<file path="src/rtl/fops_pkg.sv">
// ----------------------------------------------------------------------------
// fops_pkg
// Shared types and constants of the first-occurrence pattern search core.
// ----------------------------------------------------------------------------
`default_nettype none

package fops_pkg;

    // field widths of the words on the channels
    localparam int BYTE_W          = 8;
    localparam int CFG_DATA_W      = 64;
    localparam int CFG_INDEX_W     = 2;
    localparam int LEN_W           = 5;
    localparam int OUT_POS_W       = 16;
    localparam int PAT_REG_BYTES   = 8;
    localparam int PAT_STORE_BYTES = 2 * PAT_REG_BYTES;

    // range covered by the pattern length register
    localparam int LEN_SPAN = 2 ** LEN_W;

    // defaults of the top level parameters
    localparam int DEF_MAX_PATTERN_BYTES = 16;
    localparam int DEF_POSITION_BITS     = 16;

    // configuration register indexes
    typedef enum logic [CFG_INDEX_W-1:0] {
        CFG_PAT_LOW  = 2'd0,
        CFG_PAT_HIGH = 2'd1,
        CFG_PAT_LEN  = 2'd2
    } cfg_index_t;

    // control handed to each window cell
    typedef struct packed {
        logic              shift_en;
        logic              active;
        logic [BYTE_W-1:0] pat_byte;
    } fops_cell_ctrl_t;

endpackage : fops_pkg

`default_nettype wire

</file>
<file path="src/rtl/fops_cell.sv">
// ----------------------------------------------------------------------------
// fops_cell
// One window cell: holds one text byte, passes it on, compares the byte
// entering it against its pattern byte.
// ----------------------------------------------------------------------------
`default_nettype none

module fops_cell
    import fops_pkg::*;
(
    input  wire logic              clk,
    input  wire fops_cell_ctrl_t   ctrl,
    input  wire logic [BYTE_W-1:0] byte_in,
    output logic      [BYTE_W-1:0] byte_out,
    output logic                   hit
);

    logic [BYTE_W-1:0] byte_reg;

    // window byte, shifts toward older cells on each accepted word
    always_ff @(posedge clk)
    begin
        if (ctrl.shift_en)
        begin
            byte_reg <= byte_in;
        end
    end

    // compare the byte this cell holds after the shift
    assign hit      = !ctrl.active || (byte_in == ctrl.pat_byte);
    assign byte_out = byte_reg;

endmodule : fops_cell

`default_nettype wire

</file>
<file path="config.mk">
export PLATFORM = sky130hd
export DESIGN_NAME = fops_cell
export DESIGN_NICKNAME = d
export VERILOG_FILES = /design/src/rtl/fops_pkg.sv /design/src/rtl/fops_cell.sv
export SDC_FILE = /design/constraint.sdc
export NUM_CORES = 1
export LEC_CHECK = 0
export BUFFER_PORTS_ARGS = -buffer_cell sky130_fd_sc_hd__buf_2
export CAP_MARGIN = 20
export CORE_AREA = 2 2 39 41
export CTS_CLUSTER_DIAMETER = 200
export DETAILED_ROUTE_END_ITERATION = 12
export DIE_AREA = 0 0 41 43
export GPL_ROUTABILITY_DRIVEN = 0
export SLEW_MARGIN = 20
export SYNTH_ARGS = -nofsm -noshare
export SYNTH_HDL_FRONTEND = slang
export SYNTH_SLANG_ARGS = --single-unit
</file>
<file path="constraint.sdc">
create_clock -name clk -period 0.8 [get_ports clk]
set_clock_uncertainty 0.2 [all_clocks]
set_input_delay 0.04 -clock clk [delete_from_list [all_inputs] [get_ports clk]]
set_output_delay 0.04 -clock clk [all_outputs]
set_load 0.05 [all_outputs]
</file>
-- Yosys cells after proc, flatten, opt, wreduce, memory -nomap -nowiden
Index checks and enable logic that the tools add are counted.
- input bits: 19
- register bits after elaboration: 8
- output and inout port bits: 9
- word-level logic and storage cells: 4
- reduce and logical (&&, ||, !) cells: 2
- equal/unequal tests: 1
- operators by type and width (operator ; count):
    $eq A8 B8 Y1 ; 1
    $logic_not A1 Y1 ; 1
    $logic_or A1 B1 Y1 ; 1

-- Logic depth before layout (Yosys ltp)
Gate-level depths: netlist (run 1).
- depth in word-level cells: 2
- depth in mapped cells: 3
- depth with buffers taken out: 3

-- Worst setup path after synthesis (run 1)
OpenSTA, ideal clock, no wires.
- path kind: in2out
- start point: input ctrl[0] (netlist name)
- end point: output hit
- setup slack: -0.437 ns
- arrival: 0.997 ns
- required time: 0.560 ns
- stages: 3
- path buffers: 0
- cells stage by stage: xnor2_1 > nand4_1 > o21ai_1
- longest elaborated chain between the ends: 2
- ends and longest elaborated chain (item ; RTL line ; source):
    start: declaration ; fops_cell.sv:12 ; input wire fops_cell_ctrl_t ctrl,
    $eq A8 B8 Y1 ; fops_cell.sv:30 ; assign hit = !ctrl.active || (byte_in == ctrl.pat_byte);
    $logic_or A1 B1 Y1 ; fops_cell.sv:30 ;
    end: declaration ; fops_cell.sv:15 ; output logic hit
Every way passes these cells.

-- Final worst setup path (run 1)
- start point: input ctrl[7] (netlist name)
- end point: output hit
The elaborated chain is that of the path after synthesis.

==> results of run 1 <==
## metal layers
layer	vias to the layer above	track usage [%]	wire length [µm]
li1	140	-	-
met1	123	10.14	260
met2	31	16.88	391
met3	4	6.283	159
met4	0	12.00	28
met5	-	0	0
## Yosys cell counts, drive strengths merged
cell type and n:
edfxtp 8, nand4 2, xnor2 8, o21ai 1
## kinds of logic after synthesis
kind of cell    count (synthesis)  synth area share, %
compound gates                  1                1.525
simple gates                    2                3.816
flops                           8                73.28
xor+xnor                        8                21.37
## final cells by class
cell class	instances	area share, %
multi-input combinational	11	19.62
tap	16	3.048
sequential	8	36.57
timing repair buffer	32	37.33
clock buffer	3	3.429
## stage by stage
stage | utilization [%] | setup WS [ns]
after global routing | 47.47 | -0.3201
after detailed placement | 40.05 | -0.3645
after global placement | 40.05 | -0.3479
after floorplan | - | -0.1198
after CTS | 45.75 | -0.2592
final | 47.47 | -0.2443
## worst paths after layout
path	from	end	slack, ns	depth (start not counted)
setup / recovery	ctrl[7]	hit	-0.24	5
hold / removal	byte_in[4]	byte_out[4]$_DFFE_PP_	-0.24	1
## cell usage in the layout (no fill, tap or decap), drive strengths merged
master / netlist / layout
xnor2: 8 / 8
nand4: 2 / 2
o21ai: 1 / 1
clkbuf: 0 / 3
edfxtp: 8 / 8
buf: 0 / 32
## report_power, final
group	switching, mW	leakage [nW]	internal, mW
combinational	0.198	0.198	0.162
clock	0.137	0.0138	0.172
sequential	0.0143	0.0783	0.500
## repair_timing
item                       CTS  global route
setup endpoints to repair    9             9
setup buffers                0             0
hold endpoints to repair    16            16
pin swaps                    3             5
resized for setup           18             6
==> flow_metrics.py, run 1 <==
metrics = {
    "setup_path": {
        "cp_cell_sequence": "buf_2, xnor2_2, nand4_1, o21ai_4, buf_8",
        "crit_type": "in2out",
        "cp_data_required_time_ns": 0.56,
        "crit_path_end_kind": "output pin",
        "critPathBufInv": 2,
        "critical_path.top_delay_family": "buffers and inverters",
        "cp_slowest_cell": "o21ai_4",
        "arrival_ns": 0.80,
        "crit_path_max_incr_delay_ns": 0.19,
        "cp-start-kind": "input port",
        "path_max_fanout": 1,
    },
    "placed_design": {
        "placed_area_um2": 554.3,
        "dp_cells": 67,
        "port_buffers": 27,
    },
    "pwr": {
        "leakagePower_nw": 0.2902,
        "pwr_density_cell_nw_per_um2": 1799,
        "peakVddDrop_v": 0.0007936,
        "total_power_mw": 1.182,
    },
    "logic_synthesis": {
        "synth_area_leaders": "edfxtp_1, xnor2_1, nand4_1",
        "yosysTopAreaCell": "edfxtp_1",
        "syn-num-nets": 38,
        "synth.top_cell.area_share_pct": 73.28,
        "synth-warning-count": 0,
        "syn_inst": 19,
        "avgSynthCellArea_um2": 17.25,
        "ys_ff_latch": 8,
        "syn_area_um2": 327.8,
        "ys_seq_area_share_pct": 73.28,
        "synth_cell_types": 4,
    },
    "cells_and_area": {
        "largest_reg_flops": 8,
        "register_area_um2": 240.2,
        "final.fill_count": 128,
        "fin_area_um2": 656.9,
        "final_cell_count_no_fill": 70,
        "multi_input_area_um2": 128.9,
        "antennaDiodeCount": 0,
        "area_growth_pct": 100.4,
        "nets": 75,
        "drive_gt1_share_pct": 74.07,
    },
    "clock_tree": {
        "cts_tree": "built",
        "clock_path_buffers": 2,
        "numCtsBuffers": 3,
        "cts_root_buffer": "clkbuf_4",
        "htreeDepth": 1,
        "cts_sinks": 8,
        "clk_pin_slew_ns": 0.05,
    },
    "die": {
        "die_y_um": 43,
        "std_cell_rows": 14,
        "core_area_um2": 1384,
        "ios": 28,
        "die-area_um2": 1763,
        "fp.dieW_um": 41,
        "start_util_pct": 23.69,
    },
    "route": {
        "antenna_left": 0,
        "drc": 0,
        "viasPerCell": 4.257,
        "first_pass_iters": 1,
        "wl_per_cell_um": 11.99,
        "wl_um": 839,
        "drt_iter0_markers": 0,
        "vias": 298,
    },
    "sta": {
        "rsz0062_at_grt": "yes",
        "timing.final.hold_violations": 16,
        "whs_ns": -0.2353,
        "tns_ns": -2.149,
        "setup_ws_ns": -0.2443,
        "timing.final.crit_share_pct": 130.5,
        "worst_pin_slew_ns": 0.1746,
        "post-route-min-period_ns": 1.044,
        "final_max_slew_viol_count": 0,
        "fmax_mhz": 957.6,
        "setup_violations": 9,
        "slew-limit-headroom_pct": 88.36,
    },
    "global_routing": {
        "grt_usage_pct": 11.62,
        "overflow": 0,
        "grt_max_degree": 9,
        "grt_pass1_vias": 306,
        "antenna_found_initial": 0,
        "grt_pass1_wl_mm": 1.186,
    },
    "outcome": {
        "status": "complete, but fails checks",
        "failed_checks": "hold timing, setup timing",
    },
    "min_path": {
        "hold_path_class": "in2reg",
    },
    "job": {
        "cap_violations": 0,
    },
}
No activity file was read; power rests on OpenSTA's default activity.
==> inputs of run 2 (changes only) <==
--- a/config.mk
+++ b/config.mk
@@ -7,11 +7,13 @@
 export LEC_CHECK = 0
 export BUFFER_PORTS_ARGS = -buffer_cell sky130_fd_sc_hd__buf_2
 export CAP_MARGIN = 20
-export CORE_AREA = 2 2 39 41
+export CELL_PAD_IN_SITES_DETAIL_PLACEMENT = 0
+export CELL_PAD_IN_SITES_GLOBAL_PLACEMENT = 1
+export CORE_UTILIZATION = 25
 export CTS_CLUSTER_DIAMETER = 200
 export DETAILED_ROUTE_END_ITERATION = 12
-export DIE_AREA = 0 0 41 43
 export GPL_ROUTABILITY_DRIVEN = 0
+export PLACE_DENSITY_LB_ADDON = 0.1
 export SLEW_MARGIN = 20
 export SYNTH_ARGS = -nofsm -noshare
 export SYNTH_HDL_FRONTEND = slang
==> run 2 against run 1 <==
  * The run still ends with hold timing, setup timing left
  * Sequential cell count stayed put
  * Sequential power hardly changed
  * Global-route usage down 0.23 points
  * Via count fell by 11%
  * Clock power fell by 3%
  * Hold slack better by 0.0077 ns
  * Power fell by 1.8%
  * Largest power group unchanged
  * Highest routed layer is now met3
==> flow_metrics.py, run 2 (synthesized netlist as in run 1, its figures left out) <==
metrics = {
    "outcome": {
        "status": "complete, but fails checks",
        "failed_checks": "hold timing, setup timing",
    },
    "clock_tree": {
        "clk_pin_slew_ns": 0.05,
        "clock_path_buffers": 2,
        "htreeDepth": 1,
        "cts_tree": "built",
        "cts_root_buffer": "clkbuf_4",
        "cts_sinks": 8,
        "postCtsSetupBuffers": 0,
        "numCtsBuffers": 3,
    },
    "setup_path": {
        "crit_path_max_incr_delay_ns": 0.18,
        "crit_type": "in2out",
        "cp_slowest_cell": "o21ai_4",
        "critPathBufInv": 2,
        "cp_data_required_time_ns": 0.56,
        "cp-start-kind": "input port",
        "crit_path_end_kind": "output pin",
        "path_max_fanout": 1,
        "critical_path.top_delay_family": "buffers and inverters",
        "arrival_ns": 0.80,
        "cp_cell_sequence": "buf_2, xnor2_2, nand4_1, o21ai_4, buf_6",
    },
    "sta": {
        "post-route-min-period_ns": 1.041,
        "whs_ns": -0.2276,
        "worst_pin_slew_ns": 0.1786,
        "timing.final.hold_violations": 16,
        "fmax_mhz": 960.4,
        "final_max_slew_viol_count": 0,
        "rsz0062_at_grt": "yes",
        "timing.final.crit_share_pct": 130.2,
        "setup_ws_ns": -0.2413,
        "slew-limit-headroom_pct": 88.09,
        "tns_ns": -2.052,
        "setup_violations": 9,
    },
    "pwr": {
        "pwr-share-comb_pct": 30.1,
        "peakVddDrop_v": 0.0006405,
        "total_power_mw": 1.161,
        "p_sw_mw": 0.3344,
        "pwr_density_cell_nw_per_um2": 1819,
        "p_seq_share_pct": 44.2,
        "sw_frac_of_total_pct": 28.81,
        "leakagePower_nw": 0.2796,
        "clock_power_share_pct": 25.7,
        "p_int_mw": 0.8263,
    },
    "route": {
        "drc": 0,
        "wl_um": 685,
        "antenna_left": 0,
        "viasPerCell": 4.222,
        "drt-met1-wl_um": 207,
        "wl_met2_um": 441,
        "wl_met3_um": 36,
        "vias": 266,
        "routed.top_layer": "met3",
        "wl_per_cell_um": 10.87,
        "drt_iter0_markers": 1,
        "first_pass_iters": 2,
    },
    "cells_and_area": {
        "area_growth_pct": 94.66,
        "nets": 70,
        "largest_reg_flops": 8,
        "final.fill_count": 102,
        "register_area_um2": 240.2,
        "final_cell_mix": "buf_2, buf_6, edfxtp_1, xnor2_2, clkbuf_4",
        "layout_commonest_cell": "buf_2",
        "multi_input_area_um2": 143.9,
        "drive_gt1_share_pct": 75.51,
        "antennaDiodeCount": 0,
        "fin_area_um2": 638.1,
    },
    "min_path": {
        "hold_path_class": "in2reg",
        "min_path_cells": 1,
        "hold_end": "byte_out[4]$_DFFE_PP_",
        "min_from": "byte_in[4]",
    },
    "die": {
        "std_cell_rows": 12,
        "core_area_um2": 1156,
        "die-area_um2": 1460,
        "ios": 28,
        "start_util_pct": 28.35,
        "die_y_um": 38.21,
        "fp.dieW_um": 38.21,
    },
    "global_routing": {
        "overflow": 0,
        "grt_usage_pct": 11.39,
        "grt_max_degree": 9,
        "grt_pass1_wl_mm": 1.021,
        "grt_pass1_vias": 269,
        "antenna_found_initial": 0,
    },
    "placed_design": {
        "port_buffers": 27,
        "place.detailed.hpwl_um": 579.6,
        "placed_area_um2": 514.2,
    },
    "job": {
        "cap_violations": 0,
    },
}
## run 2: final cells by class
class	instances	share of cell area, %
flip-flops and latches	8	37.65
repair buffers	27	33.53
multi-input cells	11	22.55
clock buffers	3	3.529
well taps	14	2.745
## run 2: metrics by stage
step	setup WS, ns	utilization [%]	std cells
2_1_floorplan	-0.1198	-	19
3_3_place_gp	-0.3415	44.48	60
3_5_place_dp	-0.3514	44.48	60
4_1_cts	-0.2570	51.95	63
5_1_grt	-0.2760	55.19	63
6_report	-0.2413	55.19	63
## run 2: worst max-delay path by stage
| stage | startpoint | to | slack [ns] | cells past startpoint |
|---|---|---|---|---|
| 2_1_floorplan | ctrl[4] | hit | -0.12 | 3 |
| 3_3_place_gp | ctrl[4] | hit | -0.34 | 5 |
| 3_5_place_dp | ctrl[4] | hit | -0.35 | 5 |
| 4_1_cts | byte_out[5]$_DFFE_PP_ | byte_out[5] | -0.26 | 1 |
| 5_1_grt | byte_in[4] | hit | -0.28 | 5 |
| 6_report | ctrl[3] | hit | -0.24 | 5 |
## run 2: what timing repair did
item | in CTS | in global routing
endpoints found under the setup margin | 9 | 9
pin swaps | 3 | 6
gates resized for setup | 19 | 9
endpoints found under the hold margin | 16 | 16
## run 2: power groups by stage
stage               registers [mW]  logic [mW]  clock network [mW]
detailed placement           0.513       0.284                   0
global placement             0.512       0.281                   0
global route                 0.515       0.364               0.347
CTS                          0.513       0.332               0.315
floorplan                    0.633      0.0643                   0
finish                       0.513       0.349               0.298
## run 2: routing by layer
layer  vias to the layer above  global-route usage (%)
met4                         0                   8.036
li1                        134                       -
met5                         -                       0
met3                         0                   5.233
met2                        13                   21.19
met1                       119                   8.955
==> inputs of run 3 (changes only) <==
==> constraint.sdc (replaced) <==
create_clock -name clk -period 1 [get_ports clk]
set_clock_uncertainty 0.2 [all_clocks]
set_input_delay 0.05 -clock clk [delete_from_list [all_inputs] [get_ports clk]]
set_output_delay 0.05 -clock clk [all_outputs]
set_load 0.05 [all_outputs]
==> run 3 against run 2 <==
  * The flow still finishes with violations (hold timing, setup timing)
  * Combinational power fell by 12%
  * Setup slack improved by 0.17 ns
  * Non-clock buffer count increased by 8
  * Core utilization increased by 7.1 points
  * Critical path depth is the same
  * Cell count is 13% higher
  * Hold slack better by 0.19 ns
  * Sequential share of layout area fell by 4.3 points
  * Sequential power decreased by 20%
  * Clock power decreased by 21%
  * Count of clock-buffer cells in the layout unchanged
  * Via count increased by 13%
  * Critical endpoint unchanged
  * Largest cell class is now non-clock buffers
==> flow_metrics.py, run 3 (synthesized netlist as in run 1, its figures left out) <==
metrics = {
    "clock_tree": {
        "htreeDepth": 1,
        "clock_path_buffers": 2,
        "cts_root_buffer": "clkbuf_4",
        "cts_sinks": 8,
        "numCtsBuffers": 3,
        "cts_tree": "built",
        "clk_pin_slew_ns": 0.05,
        "holdBufCountCts": 8,
    },
    "pwr": {
        "leakagePower_nw": 0.3109,
        "sw_frac_of_total_pct": 28.36,
        "total_power_mw": 0.9531,
        "pwr-share-comb_pct": 32.1,
        "pwr_density_cell_nw_per_um2": 1323,
        "clock_power_share_pct": 24.8,
        "p_int_mw": 0.6828,
        "peakVddDrop_v": 0.0008602,
        "p_seq_share_pct": 43.1,
        "p_sw_mw": 0.2703,
    },
    "outcome": {
        "status": "complete, but fails checks",
        "failed_checks": "hold timing, setup timing",
    },
    "global_routing": {
        "grt_max_degree": 9,
        "antenna_found_initial": 0,
        "grt_pass1_wl_mm": 1.393,
        "grt_pass1_vias": 319,
        "grt_usage_pct": 14.73,
        "overflow": 0,
    },
    "route": {
        "drt_iter0_markers": 4,
        "wl_per_cell_um": 11.42,
        "viasPerCell": 4.225,
        "antenna_left": 0,
        "drc": 0,
        "first_pass_iters": 4,
        "wl_um": 811,
        "vias": 300,
    },
    "sta": {
        "whs_ns": -0.04234,
        "post-route-min-period_ns": 1.073,
        "slew-limit-headroom_pct": 87.54,
        "final_max_slew_viol_count": 0,
        "rsz0062_at_grt": "yes",
        "timing.final.crit_share_pct": 107.3,
        "fmax_mhz": 932.1,
        "setup_violations": 9,
        "setup_ws_ns": -0.07285,
        "timing.final.hold_violations": 8,
        "tns_ns": -0.3615,
        "worst_pin_slew_ns": 0.1869,
    },
    "cells_and_area": {
        "largest_reg_flops": 8,
        "drive_gt1_share_pct": 63.16,
        "final_cell_mix": "buf_2, buf_6, edfxtp_1, dlygate4sd3_1, xnor2_2",
        "area_growth_pct": 119.8,
        "nets": 78,
        "layout_commonest_cell": "buf_2",
        "antennaDiodeCount": 0,
    },
    "setup_path": {
        "critPathBufInv": 2,
        "crit_path_end_kind": "output pin",
        "cp_slowest_cell": "nand4_1",
        "arrival_ns": 0.82,
        "critical_path.top_delay_family": "buffers and inverters",
        "crit_path_max_incr_delay_ns": 0.18,
        "cp-start-kind": "input port",
        "cp_data_required_time_ns": 0.75,
        "cp_cell_sequence": "buf_2, xnor2_1, nand4_1, o21ai_4, buf_6",
        "crit_type": "in2out",
        "path_max_fanout": 1,
    },
    "job": {
        "cap_violations": 0,
    },
    "die": {
        "die-area_um2": 1460,
        "start_util_pct": 28.35,
        "die_y_um": 38.21,
        "std_cell_rows": 12,
        "core_area_um2": 1156,
        "ios": 28,
        "fp.dieW_um": 38.21,
    },
    "min_path": {
        "hold_path_class": "in2reg",
    },
    "placed_design": {
        "port_buffers": 27,
    },
}
run 3: cell types whose count changed in the layout (fill, tap and decap cells not counted):
| cell | before | now |
|---|---|---|
| dlygate4sd3_1 | 0 | 8 |
| buf_2 | 15 | 14 |
| buf_8 | 1 | 2 |
| xnor2_1 | 2 | 3 |
| xnor2_2 | 6 | 5 |
run 3: repair_timing:
item / in CTS / in global routing
buffers inserted: 0 / 0
hold endpoints to repair: 16 / 8
setup endpoints to repair: 9 / 9
pin swaps: 2 / 7
gates resized for setup: 19 / 14
run 3: stage by stage:
stage	cell area, µm²	hold WS, ns	cells	worst slack, ns	utilization, %
floorplan	339.1	-0.05113	19	0.04998	-
global placement	491.7	0.05202	60	-0.1574	42.53
detailed placement	491.7	0.05582	60	-0.1701	42.53
CTS	658.1	-0.05114	71	-0.07521	56.93
global route	720.7	-0.04190	71	-0.1203	62.34
finish	720.7	-0.04234	71	-0.07285	62.34
run 3: cell type report:
class                      count  area [µm²]
timing repair buffer          35       304.0
tap                           14       17.52
multi-input combinational     11       136.4
clock buffer                   3       22.52
sequential                     8       240.2
fill                         102       435.4
run 3: final timing paths:
check | slack [ns] | cells after the start | startpoint | end
max | -0.07 | 5 | ctrl[0] | hit
min | -0.04 | 1 | ctrl[9] | byte_out[0]$_DFFE_PP_
run 3: power groups by stage:
stage,Sequential (mW),Clock (mW),Combinational (mW)
floorplan,0.506,0,0.0438
global placement,0.410,0,0.213
detailed placement,0.411,0,0.216
CTS,0.411,0.251,0.278
global route,0.413,0.273,0.323
finish,0.411,0.236,0.306
run 3: metal layers:
metal / GRT usage (%) / vias to the layer above / wire length (µm)
met2: 28.39 / 15 / 521
met3: 3.488 / 0 / 57
met5: 0 / - / 0
met4: 2.679 / 0 / 0
met1: 16.04 / 138 / 231
li1: - / 147 / -
